`config.mk`:
```
export PLATFORM = sky130hd
export DESIGN_NAME = generalized_time_parser_core
export DESIGN_NICKNAME = d
export VERILOG_FILES = /design/src/rtl/core/gtp_pkg.sv /design/src/rtl/core/generalized_time_parser_core.sv /design/src/rtl/core/gtp_front.sv /design/src/rtl/core/gtp_queue.sv /design/src/rtl/core/gtp_back.sv
export SDC_FILE = /design/constraint.sdc
export NUM_CORES = 1
export LEC_CHECK = 0
export ABC_CLOCK_PERIOD_IN_PS = 5700
export BUFFER_PORTS_ARGS = -buffer_cell sky130_fd_sc_hd__buf_2
export CORE_MARGIN = 3
export CORE_UTILIZATION = 61
export DETAILED_ROUTE_END_ITERATION = 12
export PLACE_DENSITY_LB_ADDON = 0.08
export SYNTH_ARGS = -nofsm -noshare
export SYNTH_HDL_FRONTEND = slang
export SYNTH_HIERARCHICAL = 1
export SYNTH_SLANG_ARGS = --single-unit
```
`constraint.sdc`:
```
create_clock -name i_clk -period 5.7 [get_ports i_clk]
set_input_delay 0.57 -clock i_clk [delete_from_list [all_inputs] [get_ports i_clk]]
set_output_delay 0.57 -clock i_clk [all_outputs]
set_load 0.03 [all_outputs]
```
`src/rtl/core/gtp_pkg.sv`:
```
package gtp_pkg;

    // String layout: fourteen digits followed by the terminator.
    localparam int unsigned DigitCount = 14;
    localparam logic [4:0]  PosLastDigit = 5'd13;
    localparam logic [4:0]  PosTerm = 5'd14;
    localparam logic [4:0]  PosMax = 5'd31;
    localparam logic [7:0]  CharZero = 8'h30;
    localparam logic [7:0]  CharNine = 8'h39;
    localparam logic [7:0]  CharZ = 8'h5A;

    // Range limits.
    localparam logic [6:0]  HourMax = 7'd23;
    localparam logic [6:0]  MinuteMax = 7'd59;
    localparam logic [6:0]  SecondMax = 7'd60;

    localparam int unsigned QueueDepthDefault = 2;

    // One finished string handed from the front to the back.
    typedef struct packed {
        logic                  fmt_ok;
        logic [13:0][3:0]      digits;
    } t_job;

    // One decoded result.
    typedef struct packed {
        logic        valid_res;
        logic [13:0] year;
        logic [3:0]  month;
        logic [4:0]  day;
        logic [4:0]  hour;
        logic [5:0]  minute;
        logic [5:0]  second;
    } t_result;

    // Two decimal digits to a binary value, 0..99.
    function automatic logic [6:0] pair_val(input logic [3:0] hi, input logic [3:0] lo);
        logic [6:0] hi_w;
        hi_w = {3'b000, hi};
        return (hi_w << 3) + (hi_w << 1) + {3'b000, lo};
    endfunction

    // Length of a month; zero for a month code outside 1..12.
    function automatic logic [4:0] month_len(input logic [3:0] month, input logic leap);
        logic [4:0] len;
        case (month)
            4'd1, 4'd3, 4'd5, 4'd7, 4'd8, 4'd10, 4'd12: len = 5'd31;
            4'd4, 4'd6, 4'd9, 4'd11:                     len = 5'd30;
            4'd2:                                        len = leap ? 5'd29 : 5'd28;
            default:                                     len = 5'd0;
        endcase
        return len;
    endfunction

endpackage

```
`src/rtl/core/generalized_time_parser_core.sv`:
```
// Time string parser. The input channel takes one ASCII character per item
// (i_character) with i_last_char marking the final character of a string.
// Each string gives exactly one result item on the output channel: the
// decoded year, month, day, hour, minute and second with o_valid_res set,
// or o_valid_res clear and every date field zero when the string is not
// fourteen digits followed by 'Z' or a field is out of range.
// Throughput is one character per cycle while o_stall is low. The edge that
// accepts the final character writes the string into the queue; once the
// output register is empty or being taken, an edge loads the decoded result
// into it and o_valid rises.
// The queue holds QueueDepth finished strings; o_stall rises only while it
// is full, which happens when the receiver holds i_stall long enough.
// A stalled result holds its value on the output ports until taken, while
// the front keeps accepting characters until the queue is full.
// Synchronous reset clears the character position, the format flag, the
// queue and the output valid; the digit store needs no clearing because a
// string only decodes once all fourteen digits of it have been written.
module generalized_time_parser_core #(
    parameter int unsigned QueueDepth = gtp_pkg::QueueDepthDefault
) (
    input  logic        i_clk,
    input  logic        i_rst_n,
    input  logic        i_valid,
    output logic        o_stall,
    input  logic [7:0]  i_character,
    input  logic        i_last_char,
    output logic        o_valid,
    input  logic        i_stall,
    output logic        o_valid_res,
    output logic [13:0] o_year,
    output logic [3:0]  o_month,
    output logic [4:0]  o_day,
    output logic [4:0]  o_hour,
    output logic [5:0]  o_minute,
    output logic [5:0]  o_second
);
    import gtp_pkg::*;

    logic    in_accept;
    logic    push;
    t_job    push_job;
    t_job    head_job;
    logic    head_valid;
    logic    pop;
    logic    q_full;
    t_result result;

    assign o_stall   = q_full;
    assign in_accept = i_valid && !o_stall;

    // Front: position tracking, format check and digit capture.
    gtp_front u_front (
        .i_clk       (i_clk),
        .i_rst_n     (i_rst_n),
        .i_accept    (in_accept),
        .i_character (i_character),
        .i_last_char (i_last_char),
        .o_push      (push),
        .o_job       (push_job)
    );

    // Queue of finished strings between front and back.
    gtp_queue #(
        .Depth (QueueDepth)
    ) u_queue (
        .i_clk       (i_clk),
        .i_rst_n     (i_rst_n),
        .i_push      (push),
        .i_job       (push_job),
        .i_pop       (pop),
        .o_head      (head_job),
        .o_not_empty (head_valid),
        .o_full      (q_full)
    );

    // Back: decode, range check and output register.
    gtp_back u_back (
        .i_clk       (i_clk),
        .i_rst_n     (i_rst_n),
        .i_job       (head_job),
        .i_job_valid (head_valid),
        .o_pop       (pop),
        .i_stall     (i_stall),
        .o_valid     (o_valid),
        .o_result    (result)
    );

    assign o_valid_res = result.valid_res;
    assign o_year      = result.year;
    assign o_month     = result.month;
    assign o_day       = result.day;
    assign o_hour      = result.hour;
    assign o_minute    = result.minute;
    assign o_second    = result.second;

    // A valid result always carries in-range fields.
    a_valid_ranges: assert property (@(posedge i_clk) disable iff (!i_rst_n)
        o_valid && o_valid_res |-> o_month >= 4'd1 && o_month <= 4'd12 && o_day != 5'd0
            && o_hour <= 5'd23 && o_minute <= 6'd59 && o_second <= 6'd60)
        else $error("valid result with a field out of range");

    // A rejected string clears every field.
    a_invalid_zero: assert property (@(posedge i_clk) disable iff (!i_rst_n)
        o_valid && !o_valid_res |-> o_year == 14'd0 && o_month == 4'd0 && o_day == 5'd0
            && o_hour == 5'd0 && o_minute == 6'd0 && o_second == 6'd0)
        else $error("invalid result with a nonzero field");

    // A queued string reaches the output register unless the output is held.
    a_drain: assert property (@(posedge i_clk) disable iff (!i_rst_n)
        head_valid && !(o_valid && i_stall) |=> o_valid)
        else $error("queued string not moved to the output");

endmodule

```
`src/rtl/core/gtp_front.sv`:
```
module gtp_front (
    input  logic           i_clk,
    input  logic           i_rst_n,
    input  logic           i_accept,
    input  logic [7:0]     i_character,
    input  logic           i_last_char,
    output logic           o_push,
    output gtp_pkg::t_job  o_job
);
    import gtp_pkg::*;

    logic [4:0]       r_pos;
    logic [4:0]       n_pos;
    logic             r_fmt_err;
    logic             n_fmt_err;
    logic [13:0][3:0] r_digits;
    logic             is_digit;
    logic             in_digits;

    assign is_digit  = (i_character >= CharZero) && (i_character <= CharNine);
    assign in_digits = (r_pos <= PosLastDigit);

    // Position count and format flag; both restart after the final character.
    always_comb begin
        n_pos     = r_pos;
        n_fmt_err = r_fmt_err;
        if (i_accept) begin
            if (in_digits && !is_digit) begin
                n_fmt_err = 1'b1;
            end
            if (i_last_char) begin
                n_pos     = '0;
                n_fmt_err = 1'b0;
            end else if (r_pos != PosMax) begin
                n_pos = r_pos + 5'd1;
            end
        end
    end

    always_ff @(posedge i_clk) begin
        if (!i_rst_n) begin
            r_pos     <= '0;
            r_fmt_err <= 1'b0;
        end else begin
            r_pos     <= n_pos;
            r_fmt_err <= n_fmt_err;
        end
    end

    // Digit store, written at the current position.
    always_ff @(posedge i_clk) begin
        if (i_accept && in_digits && is_digit) begin
            r_digits[r_pos[3:0]] <= i_character[3:0];
        end
    end

    // A final character hands the whole string to the queue.
    assign o_push        = i_accept && i_last_char;
    assign o_job.fmt_ok  = (r_pos == PosTerm) && (i_character == CharZ) && !r_fmt_err;
    assign o_job.digits  = r_digits;

endmodule

```
`src/rtl/core/gtp_queue.sv`:
```
module gtp_queue #(
    parameter int unsigned Depth = gtp_pkg::QueueDepthDefault
) (
    input  logic           i_clk,
    input  logic           i_rst_n,
    input  logic           i_push,
    input  gtp_pkg::t_job  i_job,
    input  logic           i_pop,
    output gtp_pkg::t_job  o_head,
    output logic           o_not_empty,
    output logic           o_full
);
    import gtp_pkg::*;

    localparam int unsigned PtrW = (Depth > 1) ? $clog2(Depth) : 1;
    localparam int unsigned CntW = $clog2(Depth + 1);
    localparam logic [PtrW-1:0] PtrLast = PtrW'(Depth - 1);
    localparam logic [CntW-1:0] CntFull = CntW'(Depth);

    t_job            r_mem [Depth];
    logic [PtrW-1:0] r_wr_ptr;
    logic [PtrW-1:0] r_rd_ptr;
    logic [CntW-1:0] r_count;
    logic            do_push;
    logic            do_pop;

    assign o_full      = (r_count == CntFull);
    assign o_not_empty = (r_count != '0);
    assign do_push     = i_push && !o_full;
    assign do_pop      = i_pop && o_not_empty;
    assign o_head      = r_mem[r_rd_ptr];

    // Pointers and fill count.
    always_ff @(posedge i_clk) begin
        if (!i_rst_n) begin
            r_wr_ptr <= '0;
            r_rd_ptr <= '0;
            r_count  <= '0;
        end else begin
            if (do_push) begin
                r_wr_ptr <= (r_wr_ptr == PtrLast) ? '0 : r_wr_ptr + PtrW'(1);
            end
            if (do_pop) begin
                r_rd_ptr <= (r_rd_ptr == PtrLast) ? '0 : r_rd_ptr + PtrW'(1);
            end
            if (do_push && !do_pop) begin
                r_count <= r_count + CntW'(1);
            end else if (do_pop && !do_push) begin
                r_count <= r_count - CntW'(1);
            end
        end
    end

    // Entry storage.
    always_ff @(posedge i_clk) begin
        if (do_push) begin
            r_mem[r_wr_ptr] <= i_job;
        end
    end

endmodule

```
`src/rtl/core/gtp_back.sv`:
```
module gtp_back (
    input  logic              i_clk,
    input  logic              i_rst_n,
    input  gtp_pkg::t_job     i_job,
    input  logic              i_job_valid,
    output logic              o_pop,
    input  logic              i_stall,
    output logic              o_valid,
    output gtp_pkg::t_result  o_result
);
    import gtp_pkg::*;

    logic [6:0]  p_cent;
    logic [6:0]  p_yy;
    logic [6:0]  p_mon;
    logic [6:0]  p_day;
    logic [6:0]  p_hour;
    logic [6:0]  p_min;
    logic [6:0]  p_sec;
    logic [13:0] year;
    logic        leap;
    logic [4:0]  dim;
    logic        ok;
    t_result     n_result;
    logic        r_valid;
    t_result     r_result;

    // Digit pairs to binary values.
    assign p_cent = pair_val(i_job.digits[0], i_job.digits[1]);
    assign p_yy   = pair_val(i_job.digits[2], i_job.digits[3]);
    assign p_mon  = pair_val(i_job.digits[4], i_job.digits[5]);
    assign p_day  = pair_val(i_job.digits[6], i_job.digits[7]);
    assign p_hour = pair_val(i_job.digits[8], i_job.digits[9]);
    assign p_min  = pair_val(i_job.digits[10], i_job.digits[11]);
    assign p_sec  = pair_val(i_job.digits[12], i_job.digits[13]);

    // The product is formed at full year width so no bits are lost.
    assign year = 14'(p_cent) * 14'd100 + 14'(p_yy);

    // Since 100 is a multiple of four, the year's residues come from the pairs.
    assign leap = (p_yy[1:0] == 2'b00) && ((p_yy != '0) || (p_cent[1:0] == 2'b00));
    assign dim  = month_len(p_mon[3:0], leap);

    // Range checks; an invalid string clears every field.
    always_comb begin
        ok = i_job.fmt_ok && (p_mon inside {[7'd1:7'd12]});
        if (p_day == '0 || p_day > {2'b00, dim}) begin
            ok = 1'b0;
        end
        if (p_hour > HourMax || p_min > MinuteMax || p_sec > SecondMax) begin
            ok = 1'b0;
        end
        n_result = '0;
        if (ok) begin
            n_result.valid_res = 1'b1;
            n_result.year      = year;
            n_result.month     = p_mon[3:0];
            n_result.day       = p_day[4:0];
            n_result.hour      = p_hour[4:0];
            n_result.minute    = p_min[5:0];
            n_result.second    = p_sec[5:0];
        end
    end

    // Output register; it reloads whenever it is empty or being taken.
    assign o_pop = i_job_valid && (!r_valid || !i_stall);

    always_ff @(posedge i_clk) begin
        if (!i_rst_n) begin
            r_valid <= 1'b0;
        end else if (!r_valid || !i_stall) begin
            r_valid <= i_job_valid;
        end
    end

    always_ff @(posedge i_clk) begin
        if (o_pop) begin
            r_result <= n_result;
        end
    end

    assign o_valid  = r_valid;
    assign o_result = r_result;

endmodule

```
==> out/qor.yml <==
outcome:
  status: "finished clean"
yosys:
  ys_seq_area_share_pct: 60.8
  async_flop_share_pct: 0
  synth_ff_type: "edfxtp_1"
  synth_area_sq_um: 10800
  synth_edf_count: 211
  synth_top_area_cell: "edfxtp_1"
  synth_commonest_cells: "edfxtp_1, ha_1, inv_1, and2_1, mux2_1"
  yosysMostFrequentCell: "edfxtp_1"
  yosysUniqueCellTypes: 67
  synthTopCellsByArea: "edfxtp_1, ha_1, fa_1"
  synth.avg_cell_area_sq_um: 15.1
  ys_seq_elements: 223
  syn-instance-count: 715
  syn_nets: 836
  yosysWarnings: 6
  netlist.area_leader.share_pct: 58.6
clocking:
  cts_tree: "done"
  cts_hold_buf: 0
  numCtsBuffers: 23
  cts.sinks: 223
  cts_resized: 0
  cts_max_level: 1
  clock_path_buffers: 3
  cts-root-buf: "clkbuf_16"
  clkTransAtPathRegs_ns: 0.07
  post_cts_buffers: 0
  clock_latency_ns: 0.51
grt:
  grt_pass1_wl_um: 31200
  track_usage_pct: 20.2
  grt_max_degree: 59
  globalRouteOverflowTotal: 0
  grt_pass1_vias: 5978
  antenna_found_initial: 0
routing:
  drcViolationCount: 0
  drtPass1Iterations: 5
  viasPerCell: 5.63
  wire_per_inst_um: 18.3
  drt_wl_total_um: 18800
  initialDrtViolationCount: 369
  ant_nets: 0
  vias: 5784
setup_path:
  max_stage_delay_ns: 0.47
  critical_path.top_delay_family: "adder cells"
  slowest_stage: "fa_1"
  path_class: "flop to flop"
  critical_path.most_common_cell: "ha_1"
  critical_path_buf_inv_count: 1
  crit_arrival_ns: 5.54
  start_kind: "flop"
  crit_path_end_kind: "flop"
  cp_max_fo: 7
  required_ns: 5.96
  worstPathCellList: "mux2_2, inv_1, fa_1, fa_1, nor2b_1, o21ai_0, nand2b_1, xor2_1, ha_1, ha_1, ha_1, ha_1, nor2b_1, or3b_2, o311ai_0, nand4b_1, xnor3_1, and2_1"
die:
  initial_core_util_pct: 62.5
  die_area_sq_um: 19400
  die_h_um: 139
  io_pins: 56
  std_cell_rows: 48
  dieWidth_um: 139
  core-area_sq_um: 17300
place:
  gp_congestion: 0.829
  port_buffers: 55
  place_hpwl_um: 13400
timing:
  worstMarginPinSlew_ns: 0.768
  period_needed_ns: 5.28
  tns_ns: 0
  post-route-period-util_pct: 92.7
  max_freq_mhz: 189
  setup_viol: 0
  rsz0062_at_grt: "no"
  clock_skew_ns: 0.0105
  hold_viol_final: 0
  final-max-slew-violation-count: 0
  slew_headroom_pct: 48.8
cells_and_area:
  nets: 911
  n_fill_cell: 1150
  regArea_sq_um: 6580
  multi_input_area_sq_um: 3940
  n_antenna_cell: 0
  syn2layout_area_growth_pct: 11.6
  layout-drive-gt1-share_pct: 19.3
min_path:
  hold_path.class: "input port to flop"
run:
  maxCapViolations: 0
==> per-layer routing <==
metal  GRT usage, %  routed length (um)  up-vias
li1               -                   -     2790
met1           29.5                8990     2821
met2           32.6                8650      140
met3           3.28                 802       33
met4           4.17                 357        0
met5              0                   0        -
==> registers in the layout, summed over array words and instances, names as in the netlist, named ones only <==
name / cells
u_front/r_fmt_err: 1
u_front/o_job: 56
u_queue/r_rd_ptr: 1
u_queue/r_mem: 114
u_back/o_result: 41
u_front/r_pos: 5
u_back/o_valid: 1
u_queue/r_wr_ptr: 1
u_queue/r_count: 2
==> path summary, 6_finish.rpt <==
path / slack [ns] / start / endpoint / depth (start not counted)
worst min-delay path: 0.37 / i_stall / u_back/o_valid / 3
worst max register to register: 0.42 / flop / u_back/o_result[39] / 18
worst max-delay path: 0.42 / flop / u_back/o_result[39] / 18
worst min register to register: 0.43 / u_front/o_job[1] / u_queue/r_mem[1][1] / 0
==> final cells by class <==
class | count | area share (%)
Clock buffer | 27 | 5.06
Multi-Input combinational cell | 424 | 32.6
Timing Repair Buffer | 61 | 2.65
Inverter | 57 | 1.77
Sequential cell | 223 | 54.5
Clock inverter | 11 | 1.04
Tap cell | 225 | 2.33
==> tightest hold or removal path: stages <==
cell and delay [ns]:
buf_2 0.12, a21oi_1 0.07, nor2b_1 0.09
==> layout by cell type (no fill, tap or decap), types with 3 or more instances in the layout <==
cell	synthesis	layout
edfxtp_1	211	211
ha_1	91	91
buf_2	2	55
inv_1	55	55
and2_1	36	36
mux2_1	30	30
nor2_1	29	29
mux2_2	27	27
clkbuf_16	0	23
a21oi_1	22	22
xnor2_1	17	17
o21ai_0	17	17
fa_1	17	17
xor2_1	15	15
dfxtp_1	12	11
nor2b_1	10	10
nor2_4	10	10
nand2b_1	9	9
a21o_1	9	9
nand2_1	8	8
buf_4	3	6
a211oi_1	6	6
o21a_1	6	6
clkinv_2	0	5
nor3_1	5	5
nor4_1	4	4
nand4b_1	4	4
nand3_1	3	3
or3_1	3	3
a21boi_0	4	3
==> kinds of logic (layout without fill, tap and decap cells) <==
logic type | after synthesis | in the layout | share of synthesized area, %
compound gates | 84 | 84 | 5.43
fa+ha+maj | 108 | 108 | 13.7
mux | 57 | 57 | 5.94
xor+xnor | 33 | 33 | 2.80
simple gates | 142 | 142 | 8.40
flops | 223 | 223 | 60.8
buf+inv | 68 | 156 | 2.93
==> stage by stage <==
stage | std cells | hold slack [ns] | area (sq um) | utilization [%] | worst slack (ns)
3_5_place_dp | 990 | 0.431 | 11300 | 65.5 | 0.443
5_1_grt | 1028 | 0.380 | 12100 | 69.8 | 0.0517
6_report | 1028 | 0.372 | 12100 | 69.8 | 0.415
3_3_place_gp | 990 | 0.423 | 11300 | 65.5 | 0.596
2_1_floorplan | 715 | 0.421 | 10800 | - | 0.563
4_1_cts | 1028 | 0.344 | 12100 | 69.8 | 0.363
Power is left out: the tool's default activity adds up to more than one toggle a clock period on the data nets, which glitch-free logic cannot reach.
